<file path="src/design/wdc_pkg.sv">
// ----------------------------------------------------------------------------
// wdc_pkg
// Shared codes, controller states and control structures for the word
// dictionary.
// ----------------------------------------------------------------------------
`default_nettype none

package wdc_pkg;

   localparam logic OP_ADD    = 1'b0;
   localparam logic OP_LOOKUP = 1'b1;

   localparam logic [2:0] ST_UPDATED   = 3'd0;
   localparam logic [2:0] ST_INSERTED  = 3'd1;
   localparam logic [2:0] ST_FOUND     = 3'd2;
   localparam logic [2:0] ST_NOT_FOUND = 3'd3;
   localparam logic [2:0] ST_FULL      = 3'd4;
   localparam logic [2:0] ST_EMPTY     = 3'd5;

   localparam int ADDR_W = 16;

   typedef enum logic [2:0] {
      S_IDLE   = 3'b001,
      S_SCAN   = 3'b010,
      S_FINISH = 3'b100
   } state_type;

   typedef struct packed {
      logic load;
      logic scan;
      logic finish;
   } ctrl_cmd_type;

   typedef struct packed {
      logic scan_done;
      logic slot_free;
   } ctrl_status_type;

endpackage

`default_nettype wire

</file>
<file path="src/design/wdc_ctrl.sv">
// ----------------------------------------------------------------------------
// wdc_ctrl
// Sequencer: accept a transaction, run the table scan, post the result.
// ----------------------------------------------------------------------------
`default_nettype none

module wdc_ctrl (
   input  wire logic                     clock,
   input  wire logic                     reset,
   input  wire logic                     req_tvalid,
   output logic                          req_tready,
   input  wire wdc_pkg::ctrl_status_type stat,
   output wdc_pkg::ctrl_cmd_type         cmd
);

   wdc_pkg::state_type state_ff, state_in;

   always_comb begin
      state_in = state_ff;
      case (state_ff)
         wdc_pkg::S_IDLE: begin
            if (req_tvalid) state_in = wdc_pkg::S_SCAN;
         end
         wdc_pkg::S_SCAN: begin
            if (stat.scan_done) state_in = wdc_pkg::S_FINISH;
         end
         wdc_pkg::S_FINISH: begin
            if (stat.slot_free) state_in = wdc_pkg::S_IDLE;
         end
         default: state_in = wdc_pkg::S_IDLE;
      endcase
   end

   always_ff @(posedge clock) begin
      if (reset) begin
         state_ff <= wdc_pkg::S_IDLE;
      end else begin
         state_ff <= state_in;
      end
   end

   assign req_tready = (state_ff == wdc_pkg::S_IDLE);
   assign cmd.load   = req_tready && req_tvalid;
   assign cmd.scan   = (state_ff == wdc_pkg::S_SCAN);
   assign cmd.finish = (state_ff == wdc_pkg::S_FINISH) && stat.slot_free;

endmodule

`default_nettype wire

</file>
<file path="config.mk">
export PLATFORM = sky130hd
export DESIGN_NAME = wdc_ctrl
export DESIGN_NICKNAME = d
export VERILOG_FILES = /design/src/design/wdc_pkg.sv /design/src/design/wdc_ctrl.sv
export SDC_FILE = /design/constraint.sdc
export NUM_CORES = 1
export LEC_CHECK = 0
export BUFFER_PORTS_ARGS = -buffer_cell sky130_fd_sc_hd__buf_2
export CAP_MARGIN = 20
export CORE_AREA = 2 2 39 41
export CTS_CLUSTER_SIZE = 40
export DETAILED_ROUTE_END_ITERATION = 10
export DIE_AREA = 0 0 41 43
export PLACE_DENSITY_LB_ADDON = 0.12
export SYNTH_ARGS = -nofsm -noshare
export SYNTH_HDL_FRONTEND = slang
export SYNTH_SLANG_ARGS = --single-unit
</file>
<file path="constraint.sdc">
create_clock -name clock -period 1.1 [get_ports clock]
set_input_delay 0.055 -clock clock [delete_from_list [all_inputs] [get_ports clock]]
set_output_delay 0.055 -clock clock [all_outputs]
set_load 0.01 [all_outputs]
</file>
# Yosys cells after proc, flatten, opt, wreduce, memory -nomap -nowiden
# Cells that the tools add are included.
[classes]
add_sub_neg = 0
n_shift = 0
eq_ne = 6
muxes = 4
n_bitwise = 0
multipliers = 0
n_reduce_logical = 3
div_mod_pow = 0
magnitude_cmp = 0
[op_table]
columns = ["operator", "n"]
rows = [
  ["$mux W3", 3],
  ["$pmux W3 S3", 1],
  ["$ne A2 B2 Y1 const B", 3],
  ["$eq A3 B1 Y1 const B", 1],
  ["$eq A3 B2 Y1 const B", 1],
  ["$eq A3 B3 Y1 const B", 1],
  ["$reduce_and A3 Y1", 1],
  ["$logic_and A1 B1 Y1", 2],
]
[totals]
mem_bits_rw = 0
latch_bits = 0
wordCells = 14
in_bits = 5
register_bits = 3
romBits = 0
n_memories = 0

# Longest topological paths before layout
[depth]
ltp_word = 3
depth_mapped = 3
depth_no_buf = 2

# Worst setup path before layout
# No wires, ideal clock.
[synth_path]
path_kind = "register to register"
from = "register state_ff[0]"
to = "register state_ff[1]"
setup_slack_ps = 43
required_time_ps = 1021
n_path_buf = 1
synth_period_minus_slack_ps = 1057
t_arrival_ps = 977
stages_incl_launch_ff = 4
path_cell_list = "dfxtp_1 -> buf_6 -> or3b_1 -> a211oi_2"
[synth_between]
elab_chain_cells = 3
[synth_rtl]
columns = ["element", "line_no", "rtl"]
rows = [
  ["from (decl)", "wdc_ctrl.sv:16", "wdc_pkg::state_type state_ff, state_in;"],
  ["from (signal assigned)", "wdc_ctrl.sv:36", "state_ff <= wdc_pkg::S_IDLE;"],
  ["from (signal assigned)", "wdc_ctrl.sv:38", "state_ff <= state_in;"],
  ["$eq A3 B2 Y1, or another cell as far along", "wdc_ctrl.sv:20", "case (state_ff)"],
  ["$ne A2 B2 Y1 (no line)", "n/a", ""],
  ["$reduce_and A3 Y1 (no line)", "n/a", ""],
]
# Parallel ways exist; a longest one is shown, timed or not.
# A chain may end at the register's enable or synchronous reset.

==> results.py <==
metrics = {
    "placement": {
        "finalWeightedCongestion": 0.701,
        "place_hpwl_um": 358,
        "io_buffers": 8,
        "pre_cts_ws_ns": 0.0688,
    },
    "clocking": {
        "cts_sinks": 3,
        "clk_path_buf_depth": 2,
        "cts-root-buf": "clkbuf_4",
        "clkTransAtPathRegs_ns": 0.04,
        "insertion_delay_ns": 0.23,
        "cts_buffers": 3,
        "ctsHtreeMaxLevel": 1,
        "hold_buffers": 0,
        "cts_tree": "done",
    },
    "cells_and_area": {
        "largestRegisters": "state_ff (3)",
        "mostFrequentLayoutCell": "buf_2",
        "largest_reg_flops": 3,
        "n_fill_cell": 158,
        "insertedDiodeCount": 0,
        "layout-drive-gt1-share": 0.694,
        "top_register": "state_ff",
        "fin_util": 0.250,
        "nets": 42,
        "synthToLayoutAreaGrowth_pct": 63.3,
        "final_cell_mix": "8 x buf_2, 3 x nor3b_2, 3 x clkbuf_4, 3 x buf_6",
    },
    "floorplan": {
        "start_util": 0.153,
        "die_x_um": 41,
        "coreArea_um2": 1380,
        "ios": 9,
        "fp.dieH_um": 43,
        "rows": 14,
        "die_area_um2": 1760,
    },
    "setup_path": {
        "crit_type": "reg2out",
        "r2r_slack_ns": 0.05,
        "r2r_start": "state_ff[1]$_SDFFE_PP0P_",
        "end_kind": "primary output",
        "reg2reg_depth": 2,
        "critPathMaxFanout": 5,
        "critPathLaunchType": "flip-flop",
        "reg2reg_to": "state_ff[1]$_SDFFE_PP0P_",
        "cp.arrival_ns": 1.01,
        "required_ns": 1.04,
    },
    "grt": {
        "grt.total_usage": 0.0702,
        "grt_pass1_vias": 220,
        "use_met3": 0.0314,
        "grt.met1_usage": 0.0865,
        "top_usage_layer": "met1",
        "antenna_found_initial": 0,
        "grt_overflow": 0,
        "use_met2": 0.0781,
        "grt_pass1_wl_um": 779,
        "grt_max_degree": 10,
    },
    "power": {
        "clkPwrFrac": 0.478,
        "power_density_nw_per_um2": 1190,
        "leakagePower_nw": 0.142,
        "swShare": 0.261,
        "intPower_mw": 0.303,
        "power_mw": 0.410,
        "switchingPower_mw": 0.107,
        "vdd_ir_drop_max_uv": 293,
        "comb_power_share": 0.225,
        "pwr-share-seq": 0.296,
    },
    "logic_synthesis": {
        "ys_ff_latch": 3,
        "ys_top_cells_by_area": "dfxtp_1 28%, buf_6 11%, nor3b_1 11%",
        "yosysWarningCount": 0,
        "yosysSeqAreaShare": 0.284,
        "syn_area_per_cell_um2": 9.19,
        "ys_types": 16,
        "synth.largest_area_cell": "dfxtp_1",
        "synth_cells": 23,
        "syn_area_um2": 211,
        "synth_top_area_frac": 0.284,
        "synth_fp_nets": 28,
    },
    "drt": {
        "drtIter0Drc": 8,
        "viasPerCell": 4.13,
        "ant_nets": 0,
        "drc": 0,
        "drt_wl_total_um": 549,
        "firstDrtPassIters": 3,
        "via_count": 215,
        "routedWlPerCell_um": 10.6,
    },
    "worst_hold_path": {
        "min_path_cells": 2,
        "hp-class": "in2reg",
        "holdCritStartpoint": "reset",
        "min_to": "state_ff[1]$_SDFFE_PP0P_",
    },
    "timing": {
        "tns_ns": 0,
        "relSlewSlack": 0.869,
        "setup_viol": 0,
        "max_freq_mhz": 936,
        "rsz0062_at_grt": "true",
        "finalHoldViolCount": 0,
        "period_share": 0.971,
        "slew_viol_final": 0,
        "layout_setup_ws_ns": 0.0317,
        "min_period_ns": 1.07,
        "skew_ns": 0.00721,
        "max_slew.worst_pin.slew_ns": 0.196,
    },
    "outcome": {
        "status": "complete, no violations",
    },
    "flow_run": {
        "max_cap_violations": 0,
    },
}
[power by group through the flow]
| stage | logic [mW] | clock network (mW) | registers, mW |
|---|---|---|---|
| floorplan | 0.0558 | 0 | 0.120 |
| global placement | 0.0772 | 0 | 0.124 |
| detailed placement | 0.0752 | 0 | 0.123 |
| CTS | 0.0792 | 0.202 | 0.122 |
| global route | 0.100 | 0.213 | 0.122 |
| finish | 0.0923 | 0.196 | 0.122 |
[what timing repair did]
item                                    4_1_cts  5_1_grt
setup buffers                                 0        1
gates cloned                                  0        0
pin swaps                                     1        1
endpoints found under the setup margin        3        4
gates resized for setup                       3       10
[kinds of logic (layout without fill, tap and decap cells)]
family | count (synthesis) | after routing | synth area share
buffers and inverters | 4 | 17 | 0.160
AO/OA/AOI/OAI | 5 | 5 | 0.207
flip-flops | 3 | 3 | 0.284
AND/OR/NAND/NOR | 11 | 11 | 0.349
[metal layers]
| metal | up-vias | wire length (um) |
|---|---|---|
| met4 | 0 | 0 |
| li1 | 110 | - |
| met2 | 7 | 285 |
| met5 | - | 0 |
| met3 | 0 | 19 |
| met1 | 98 | 244 |
[critical path, stage by stage, from the launching register on]
cell and delay [ns]:
dfxtp_4 0.35, nand2b_4 0.14, nor3b_2 0.14, buf_2 0.14
[final cells by class]
| type | instances | area (um^2) | share of cell area |
|---|---|---|---|
| multi-input combinational | 16 | 145 | 0.420 |
| inverter | 1 | 3.75 | 0.0109 |
| sequential | 3 | 68.8 | 0.199 |
| tap | 16 | 20.0 | 0.0580 |
| timing repair buffer | 12 | 81.3 | 0.236 |
| clock buffer | 4 | 26.3 | 0.0761 |
[per-stage QoR]
stage	std cells	cell area [um^2]	hold slack, ns
floorplan	23	211	0.120
global placement	47	264	0.265
detailed placement	47	264	0.261
CTS	51	302	0.00570
global route	52	345	0.00996
finish	52	345	0.0118
[Yosys cell counts]
library cell	n
dfxtp_1	3
o2111ai_1	1
nor3b_1	3
nand2b_1	1
nand3b_1	2
nor3_1	1
o21ai_0	1
a211o_2	1
a211oi_1	1
nor2_1	1
buf_6	2
inv_1	1
a211oi_2	1
or3b_1	2
nand2_1	1
buf_4	1
[how the worst max path moves through the flow]
stage / from / endpoint / slack [ns] / cells past startpoint
after floorplan: state_ff[0]$_SDFFE_PP1P_ / state_ff[1]$_SDFFE_PP0P_ / 0.04 / 3
after global placement: state_ff[1]$_SDFFE_PP0P_ / state_ff[1]$_SDFFE_PP0P_ / 0.05 / 2
after detailed placement: state_ff[1]$_SDFFE_PP0P_ / state_ff[1]$_SDFFE_PP0P_ / 0.07 / 2
after CTS: state_ff[1]$_SDFFE_PP0P_ / cmd[0] / 0.0003 / 3
after global routing: state_ff[1]$_SDFFE_PP0P_ / req_tready / -0.01 / 3
final: state_ff[1]$_SDFFE_PP0P_ / cmd[0] / 0.03 / 3
Note: power is estimated with default switching activity, not from simulation.
